**src/rtl/core/jhd_pkg.sv**
```systemverilog
// shared types and constants of the jpeg huffman table decoder
// used by every module under rtl/core
`timescale 1ns / 1ps
`default_nettype none

package jhd_pkg;

    localparam int MAX_SYMBOLS     = 256;
    localparam int MAX_CODE_LENGTH = 16;
    localparam int NUM_LENGTHS     = 16;
    localparam int SYM_AW          = $clog2(MAX_SYMBOLS);
    // position just past the last symbol slot of a table
    localparam int POS_END         = NUM_LENGTHS + MAX_SYMBOLS;

    localparam logic MODE_TABLE  = 1'b0;
    localparam logic MODE_DECODE = 1'b1;

    typedef enum logic [2:0] {
        ST_SYMBOL    = 3'd0,
        ST_TABLE_OK  = 3'd1,
        ST_TABLE_BAD = 3'd2,
        ST_NO_DATA   = 3'd3,
        ST_BAD_CODE  = 3'd4
    } t_status;

    typedef struct packed {
        logic                               ready;
        logic [NUM_LENGTHS-1:0]             has_code;
        logic [NUM_LENGTHS-1:0][15:0]       first_code;
        logic [NUM_LENGTHS-1:0][15:0]       last_code;
        logic [NUM_LENGTHS-1:0][8:0]        first_index;
    } t_table;

    typedef struct packed {
        logic valid;
        logic ok;
    } t_load_res;

    typedef struct packed {
        logic              en;
        logic [SYM_AW-1:0] addr;
        logic [7:0]        data;
    } t_sym_wr;

    typedef struct packed {
        t_status           status;
        logic [4:0]        len;
        logic [SYM_AW-1:0] addr;
    } t_match;

endpackage

`default_nettype wire

```
**src/rtl/core/jhd_symbol_store.sv**
```systemverilog
// symbol value memory: one write port, one read port with registered data
// depends on jhd_pkg
`timescale 1ns / 1ps
`default_nettype none

module jhd_symbol_store (
    input  wire logic                      i_clk,
    input  wire jhd_pkg::t_sym_wr          i_wr,
    input  wire logic                      i_rd_en,
    input  wire logic [jhd_pkg::SYM_AW-1:0] i_rd_addr,
    output logic [7:0]                     o_rd_data
);

    logic [7:0] r_mem [jhd_pkg::MAX_SYMBOLS];
    logic [7:0] r_rd_data;

    always_ff @(posedge i_clk) begin
        if (i_wr.en) begin
            r_mem[i_wr.addr] <= i_wr.data;
        end
    end

    // read data holds until the next read
    always_ff @(posedge i_clk) begin
        if (i_rd_en) begin
            r_rd_data <= r_mem[i_rd_addr];
        end
    end

    assign o_rd_data = r_rd_data;

endmodule

`default_nettype wire

```
**src/rtl/core/jhd_table_builder.sv**
```systemverilog
// builds the canonical code table from dht bytes and checks the load
// depends on jhd_pkg; drives the symbol store write port
`timescale 1ns / 1ps
`default_nettype none

module jhd_table_builder (
    input  wire logic               i_clk,
    input  wire logic               i_rst_n,
    input  wire logic               i_load,
    input  wire logic [7:0]         i_byte,
    input  wire logic               i_last,
    output jhd_pkg::t_table         o_tbl,
    output jhd_pkg::t_load_res      o_res,
    output jhd_pkg::t_sym_wr        o_wr
);

    logic [15:0] r_first_code  [jhd_pkg::NUM_LENGTHS];
    logic [15:0] r_last_code   [jhd_pkg::NUM_LENGTHS];
    logic [8:0]  r_first_index [jhd_pkg::NUM_LENGTHS];
    logic [jhd_pkg::NUM_LENGTHS-1:0] r_has_code;
    logic [8:0]  r_pos;
    logic [17:0] r_code;
    logic [9:0]  r_total;
    logic        r_failed;
    logic        r_ready;

    logic        w_first;
    logic [17:0] w_code;
    logic [9:0]  w_total;
    logic        w_failed;
    logic        w_count_phase;
    logic        w_value_ok;
    logic [3:0]  w_li;
    logic [18:0] w_sum;
    logic [18:0] w_lastc;
    logic [19:0] w_shift;
    logic [10:0] w_tsum;
    logic        w_ok;

    logic [8:0]  n_pos;
    logic [17:0] n_code;
    logic [9:0]  n_total;
    logic        n_failed;

    always_comb begin
        // the first byte of a load starts from a clean running state
        w_first       = (r_pos == 9'd0);
        w_code        = w_first ? 18'd0 : r_code;
        w_total       = w_first ? 10'd0 : r_total;
        w_failed      = w_first ? 1'b0 : r_failed;
        w_count_phase = (r_pos < 9'(jhd_pkg::NUM_LENGTHS));
        w_value_ok    = (r_pos < 9'(jhd_pkg::POS_END));
        w_li          = r_pos[3:0];

        w_sum   = 19'(w_code) + 19'(i_byte);
        w_lastc = w_sum - 19'd1;
        w_shift = {w_sum, 1'b0};
        w_tsum  = 11'(w_total) + 11'(i_byte);

        n_pos    = r_pos;
        n_code   = w_code;
        n_total  = w_total;
        n_failed = w_failed;

        if (w_count_phase) begin
            n_pos  = r_pos + 9'd1;
            n_code = (w_shift > 20'h20000) ? 18'h20000 : w_shift[17:0];
            n_total = (w_tsum > 11'd1023) ? 10'd1023 : w_tsum[9:0];
            if ((i_byte != 8'd0) && ((w_lastc > 19'h0FFFF) ||
                ((5'(w_li) + 5'd1) > 5'(jhd_pkg::MAX_CODE_LENGTH)))) begin
                n_failed = 1'b1;
            end
            if (n_total > 10'(jhd_pkg::MAX_SYMBOLS)) begin
                n_failed = 1'b1;
            end
        end else if (w_value_ok) begin
            n_pos = r_pos + 9'd1;
        end else begin
            n_failed = 1'b1;
        end

        w_ok = !n_failed && (n_pos >= 9'(jhd_pkg::NUM_LENGTHS)) &&
               (10'(n_pos - 9'(jhd_pkg::NUM_LENGTHS)) == n_total);
    end

    always_ff @(posedge i_clk) begin
        if (!i_rst_n) begin
            r_pos      <= '0;
            r_code     <= '0;
            r_total    <= '0;
            r_failed   <= 1'b0;
            r_ready    <= 1'b0;
            r_has_code <= '0;
        end else if (i_load) begin
            r_code   <= n_code;
            r_total  <= n_total;
            r_failed <= n_failed;
            if (w_count_phase) begin
                r_has_code[w_li] <= (i_byte != 8'd0);
            end
            if (i_last) begin
                r_pos   <= '0;
                r_ready <= w_ok;
            end else begin
                r_pos <= n_pos;
                if (w_first) begin
                    r_ready <= 1'b0;
                end
            end
        end
    end

    always_ff @(posedge i_clk) begin
        if (i_load && w_count_phase) begin
            r_first_code[w_li]  <= w_code[15:0];
            r_last_code[w_li]   <= w_lastc[15:0];
            r_first_index[w_li] <= w_total[8:0];
        end
    end

    always_comb begin
        o_tbl.ready    = r_ready;
        o_tbl.has_code = r_has_code;
        for (int l = 0; l < jhd_pkg::NUM_LENGTHS; l++) begin
            o_tbl.first_code[l]  = r_first_code[l];
            o_tbl.last_code[l]   = r_last_code[l];
            o_tbl.first_index[l] = r_first_index[l];
        end
    end

    assign o_res.valid = i_load && i_last;
    assign o_res.ok    = w_ok;

    assign o_wr.en   = i_load && !w_count_phase && w_value_ok;
    assign o_wr.addr = jhd_pkg::SYM_AW'(r_pos - 9'(jhd_pkg::NUM_LENGTHS));
    assign o_wr.data = i_byte;

endmodule

`default_nettype wire

```
**src/rtl/core/jhd_code_match.sv**
```systemverilog
// compares the window against every code length and picks the shortest hit
// depends on jhd_pkg; gives status, length and symbol store address
`timescale 1ns / 1ps
`default_nettype none

module jhd_code_match (
    input  wire jhd_pkg::t_table  i_tbl,
    input  wire logic [15:0]      i_window,
    input  wire logic [4:0]       i_wbits,
    output jhd_pkg::t_match       o_res
);

    logic [4:0]  w_wb;
    logic [15:0] w_code [jhd_pkg::NUM_LENGTHS];
    logic [15:0] w_off  [jhd_pkg::NUM_LENGTHS];
    logic [jhd_pkg::SYM_AW-1:0] w_idx [jhd_pkg::NUM_LENGTHS];
    logic [jhd_pkg::NUM_LENGTHS-1:0] w_hit;
    logic [3:0]  w_sel;
    logic        w_found;
    logic [4:0]  w_len;

    always_comb begin
        w_wb = (i_wbits > 5'd16) ? 5'd16 : i_wbits;
        for (int l = 0; l < jhd_pkg::NUM_LENGTHS; l++) begin
            w_code[l] = i_window >> (15 - l);
            w_off[l]  = w_code[l] - i_tbl.first_code[l];
            w_hit[l]  = i_tbl.ready && i_tbl.has_code[l] &&
                        (w_code[l] >= i_tbl.first_code[l]) &&
                        (w_code[l] <= i_tbl.last_code[l]);
            w_idx[l]  = jhd_pkg::SYM_AW'(i_tbl.first_index[l] + w_off[l][8:0]);
        end

        // shortest matching length wins
        w_sel   = '0;
        w_found = 1'b0;
        for (int l = jhd_pkg::NUM_LENGTHS - 1; l >= 0; l--) begin
            if (w_hit[l]) begin
                w_sel   = 4'(l);
                w_found = 1'b1;
            end
        end
        w_len = 5'(w_sel) + 5'd1;

        o_res.addr = w_idx[w_sel];
        o_res.len  = 5'd0;
        if (w_wb < 5'd8) begin
            o_res.status = jhd_pkg::ST_NO_DATA;
        end else if (w_found && (w_len <= w_wb)) begin
            o_res.status = jhd_pkg::ST_SYMBOL;
            o_res.len    = w_len;
        end else if (w_wb < 5'(jhd_pkg::MAX_CODE_LENGTH)) begin
            o_res.status = jhd_pkg::ST_NO_DATA;
        end else begin
            o_res.status = jhd_pkg::ST_BAD_CODE;
        end
    end

endmodule

`default_nettype wire

```
**src/rtl/core/jpeg_huffman_table_decoder_core.sv**
```systemverilog
// jpeg canonical huffman decoder: table load from dht bytes, symbol decode
// pipeline: an accepted item is registered in stage one, then in the output register, where the symbol store is read
// stage one takes a new item only once the one it holds has moved to the output register
// table bytes that are not last are taken every cycle while stage one is empty and give no result
// reset: synchronous active low; clears the pipeline, the load position and the table
// depends on jhd_pkg, jhd_table_builder, jhd_code_match, jhd_symbol_store
`timescale 1ns / 1ps
`default_nettype none

module jpeg_huffman_table_decoder_core (
    input  wire logic        i_clk,
    input  wire logic        i_rst_n,
    input  wire logic        i_s_axis_tvalid,
    output logic             o_s_axis_tready,
    input  wire logic [31:0] i_s_axis_tdata,  // table_byte, bit_window, window_bits
    input  wire logic        i_s_axis_tlast,  // table_last
    input  wire logic        i_s_axis_tuser,  // mode
    output logic             o_m_axis_tvalid,
    input  wire logic        i_m_axis_tready,
    output logic [15:0]      o_m_axis_tdata,  // symbol, code_length
    output logic [2:0]       o_m_axis_tuser   // status
);

    jhd_pkg::t_table    w_tbl;
    jhd_pkg::t_load_res w_load;
    jhd_pkg::t_sym_wr   w_wr;
    jhd_pkg::t_match    w_match;

    logic        w_accept;
    logic        w_is_table;
    logic        w_s1_go;
    logic [7:0]  w_rd_data;

    logic                        r_s1_valid;
    jhd_pkg::t_status            r_s1_status;
    logic [4:0]                  r_s1_len;
    logic [jhd_pkg::SYM_AW-1:0]  r_s1_addr;
    logic                        r_out_valid;
    jhd_pkg::t_status            r_out_status;
    logic [4:0]                  r_out_len;

    assign o_s_axis_tready = !r_s1_valid;
    assign w_accept   = i_s_axis_tvalid && o_s_axis_tready;
    assign w_is_table = (i_s_axis_tuser == jhd_pkg::MODE_TABLE);
    assign w_s1_go    = r_s1_valid && (!r_out_valid || i_m_axis_tready);

    jhd_table_builder u_builder (
        .i_clk   (i_clk),
        .i_rst_n (i_rst_n),
        .i_load  (w_accept && w_is_table),
        .i_byte  (i_s_axis_tdata[7:0]),
        .i_last  (i_s_axis_tlast),
        .o_tbl   (w_tbl),
        .o_res   (w_load),
        .o_wr    (w_wr)
    );

    jhd_code_match u_match (
        .i_tbl    (w_tbl),
        .i_window (i_s_axis_tdata[23:8]),
        .i_wbits  (i_s_axis_tdata[28:24]),
        .o_res    (w_match)
    );

    jhd_symbol_store u_store (
        .i_clk     (i_clk),
        .i_wr      (w_wr),
        .i_rd_en   (w_s1_go),
        .i_rd_addr (r_s1_addr),
        .o_rd_data (w_rd_data)
    );

    always_ff @(posedge i_clk) begin
        if (!i_rst_n) begin
            r_s1_valid  <= 1'b0;
            r_out_valid <= 1'b0;
        end else begin
            if (w_accept && (!w_is_table || w_load.valid)) begin
                r_s1_valid <= 1'b1;
            end else if (w_s1_go) begin
                r_s1_valid <= 1'b0;
            end
            if (w_s1_go) begin
                r_out_valid <= 1'b1;
            end else if (i_m_axis_tready) begin
                r_out_valid <= 1'b0;
            end
        end
    end

    always_ff @(posedge i_clk) begin
        if (w_accept) begin
            if (w_is_table) begin
                r_s1_status <= w_load.ok ? jhd_pkg::ST_TABLE_OK : jhd_pkg::ST_TABLE_BAD;
                r_s1_len    <= 5'd0;
                r_s1_addr   <= '0;
            end else begin
                r_s1_status <= w_match.status;
                r_s1_len    <= w_match.len;
                // only a hit gives a meaningful store address
                r_s1_addr   <= (w_match.status == jhd_pkg::ST_SYMBOL) ? w_match.addr : '0;
            end
        end
        if (w_s1_go) begin
            r_out_status <= r_s1_status;
            r_out_len    <= r_s1_len;
        end
    end

    assign o_m_axis_tvalid = r_out_valid;
    assign o_m_axis_tuser  = r_out_status;
    assign o_m_axis_tdata  = {3'd0, r_out_len,
                              (r_out_status == jhd_pkg::ST_SYMBOL) ? w_rd_data : 8'd0};

    // a decoded symbol always consumed at least one bit
    a_symbol_len : assert property (@(posedge i_clk) disable iff (!i_rst_n)
        (r_out_valid && (r_out_status == jhd_pkg::ST_SYMBOL)) |-> (r_out_len != 5'd0))
        else $error("symbol result with zero code length");

    // every other result carries no length
    a_other_len : assert property (@(posedge i_clk) disable iff (!i_rst_n)
        (r_out_valid && (r_out_status != jhd_pkg::ST_SYMBOL)) |-> (r_out_len == 5'd0))
        else $error("non-symbol result with nonzero code length");

    // a table byte that is not last gives no result
    a_silent_byte : assert property (@(posedge i_clk) disable iff (!i_rst_n)
        (w_accept && w_is_table && !i_s_axis_tlast) |=> !r_s1_valid)
        else $error("table byte produced a result");

    // a held result keeps the waiting item in place
    a_s1_hold : assert property (@(posedge i_clk) disable iff (!i_rst_n)
        (r_s1_valid && r_out_valid && !i_m_axis_tready) |=>
        (r_s1_valid && $stable(r_s1_status) && $stable(r_s1_addr)))
        else $error("waiting item lost under output stall");

endmodule

`default_nettype wire

```
**config.mk**
```make
export PLATFORM = sky130hd
export DESIGN_NAME = jpeg_huffman_table_decoder_core
export DESIGN_NICKNAME = d
export VERILOG_FILES = /design/src/rtl/core/jhd_pkg.sv /design/src/rtl/core/jhd_symbol_store.sv /design/src/rtl/core/jhd_table_builder.sv /design/src/rtl/core/jhd_code_match.sv /design/src/rtl/core/jpeg_huffman_table_decoder_core.sv
export SDC_FILE = /design/constraint.sdc
export NUM_CORES = 2
export LEC_CHECK = 0
export ABC_AREA = 1
export BUFFER_PORTS_ARGS = -buffer_cell sky130_fd_sc_hd__buf_2
export CORE_MARGIN = 5
export CORE_UTILIZATION = 40
export CTS_CLUSTER_DIAMETER = 30
export CTS_CLUSTER_SIZE = 28
export DETAILED_ROUTE_END_ITERATION = 10
export HOLD_SLACK_MARGIN = 0.05
export SYNTH_ARGS = -nofsm -noshare
export SYNTH_HDL_FRONTEND = slang
export SYNTH_SLANG_ARGS = --single-unit
export TNS_END_PERCENT = 50
```
**constraint.sdc**
```tcl
create_clock -name i_clk -period 13.14 [get_ports i_clk]
set_input_delay 3.285 -clock i_clk [delete_from_list [all_inputs] [get_ports i_clk]]
set_output_delay 3.285 -clock i_clk [all_outputs]
set_load 0.1 [all_outputs]
```
==> flow_summary.ini <==
[yosys]
yosys.cell_count.top_type = edfxtp_1
synth-seq-cells = 2777
synth_warnings = 0
synth-edff-count = 2720
synth_area_leader_cell = edfxtp_1
synth_area_leaders = edfxtp_1, nor2_1, o21ai_0
synthCells = 10337
yosysSeqAreaShare = 0.6742
synth_top_area_share = 0.6649
ys_async_sr_fraction = 0
yosys.cell_types.count = 75
synthTopCellsByCount = edfxtp_1, nor2_1, o21ai_0
netlist_area_um2 = 122800
synth_ff_type = edfxtp_1
synth_area_per_cell_um2 = 11.88

[power]
power.total_uw = 25220
p_per_area_nw_per_um2 = 171.7
ir_worst_vdd_uv = 137.5
p_leak_uw = 0.05245

[timing]
fin_crit_sh = 0.6853
fmax_ghz = 0.1110
fin_crit_ps = 9005
fin_setup_tns_ps = 0
fin_skew_ps = 102.4
rsz0062_at_grt = false
finalSetupViolCount = 0
maxSlewHeadroom = 0.1378
drv_slew = 0
hold_violations = 0
tightestPinTransition_ps = 1293

[drt]
avgRoutedWirePerCell_um = 23.63
ant_nets = 0
drt-total-wl_um = 357800
dr.pass1.iters = 6
drt-vias-per-instance = 5.533
vias = 83781
drc_errors = 0
drtIter0Drc = 9056

[cells_and_area]
multi_input_area_um2 = 34580
regArea_um2 = 82820
final_nets = 11155
area_delta_synth_final_pct = 19.60
drive_gt1_frac = 0.1078
fillers = 26632

[floorplanning]
core_um2 = 305800
rows = 203
num_io_pins = 59
fp.dieW_um = 564.2
die-area_um2 = 318300
die_y_um = 564.2
start_util = 0.4017

[placement]
dp_hpwl_um = 208400
gp_congestion = 0.8624
io_buffers = 52

[global_route]
grt_pass1_vias = 81888
overflow = 0
grt_max_degree = 213
grt_pass1_wl_um = 525500
antenna_found_initial = 15
grt_usage = 0.2177

[cts]
postCtsResizedCells = 0
htree_levels = 6
cts.sinks = 2777
hold_buffers = 0
clk-insertion-delay-late_ps = 1030
clk_path_buf_depth = 4
cts_tree = done
cts_root_buf = clkbuf_16
clkTransAtPathRegs_ps = 50
numCtsBuffers = 563
post_cts_buffers = 0

[hold_path]
hold_path.class = reg2reg

[setup_path]
end_kind = register
arrival_ps = 9810
startpoint_type = input port
slowest_delay_ps = 710
path_common_cell = inv_1
cpMaxStageDelayCell = inv_1
required_ps = 13950
critical_path_class = in2reg
crit_path_max_fanout = 20

[status]
status = finished, final reports clean

[run]
maxCapViolations = 0
[cells by family after synthesis]
family                     Yosys count  share of synthesized area
and+or+nand+nor                   2908                    0.09633
DFF                               2777                     0.6742
AOI/OAI and AO/OA                 2458                     0.1102
buffers and inverters             1479                    0.04577
adders and majority gates          544                    0.06109
xor gates and xnor gates           170                    0.01240
other                                1                 0.00003053
[worst paths after layout]
path                                         start        endpoint  depth (start not counted)  slack (ps)
worst max-delay path            i_s_axis_tdata[17]    r_s1_addr[7]                         30        4130
worst min-delay path                   r_s1_len[3]    r_out_len[3]                          0         410
worst max register to register  u_builder.r_pos[4]  r_s1_status[0]                         30        6890
worst min register to register         r_s1_len[3]    r_out_len[3]                          0         410
[cells in the final DEF, fill, tap and decap left out, types with 51 or more instances in the layout]
master,instances
buf_4,152
nand2_1,507
nor2_1,1918
ha_1,451
nor3_1,51
clkinv_1,63
o21ai_0,1434
xor2_1,113
clkinvlp_4,56
xnor2_1,54
fa_1,93
nand3_1,253
inv_1,916
o22ai_1,640
edfxtp_1,2720
dfxtp_1,57
clkbuf_1,63
clkbuf_16,567
clkinv_2,95
bufinv_16,69
a21oi_1,229
[flip-flops by register name, indices dropped and copies added, names as in the netlist, 5 cells and up]
name / count
u_builder.r_has_code: 16
u_builder.r_last_code: 256
r_out_len: 5
u_builder.r_code: 18
u_builder.r_first_code: 256
u_builder.r_first_index: 128
u_builder.r_pos: 9
r_s1_addr: 8
u_builder.r_total: 10
u_store.o_rd_data: 8
u_store.r_mem: 2048
r_s1_len: 5
[report_power, final]
group          internal, uW  leakage [uW]  switching, uW
Sequential             9750        0.0255           9.68
Combinational           320        0.0177            913
Clock                  9360       0.00923           4870
[layer usage]
layer / vias to the layer above / track usage / part of all wire
met4: 0 / 0.08391 / 0.039
li1: 37705 / - / -
met5: - / 0 / 0
met3: 762 / 0.04279 / 0.089
met1: 41524 / 0.2946 / 0.41
met2: 3790 / 0.3478 / 0.46
[metrics by stage]
stage / area (um^2) / util / cells / setup WS (ps) / hold WS, ps
after global placement: 127700 / 0.4176 / 14108 / 3311 / 408.0
after detailed placement: 127700 / 0.4176 / 14108 / 3261 / 406.2
after floorplan: 122900 / - / 10339 / 5756 / 400.3
after CTS: 146900 / 0.4804 / 15137 / 4325 / 415.6
after global routing: 146900 / 0.4804 / 15139 / 3839 / 427.7
final: 146900 / 0.4804 / 15143 / 4135 / 413.8
[worst max-delay path, delay by kind of cell]
kind | cells | cell delay (ps)
fa+ha+maj | 2 | 770
compound gates | 11 | 1700
buf+inv | 9 | 2930
simple gates | 7 | 810
xor+xnor | 1 | 230
[layout make-up]
cell class / instances / area share
antenna: 6 / 0.0001022
tap: 4100 / 0.03492
timing repair buffer: 212 / 0.01117
multi-input combinational: 6083 / 0.2353
clock buffer: 636 / 0.09874
clock inverter: 393 / 0.03186
inverter: 936 / 0.02417
sequential: 2777 / 0.5637
Power figures use the tool's default switching activity.
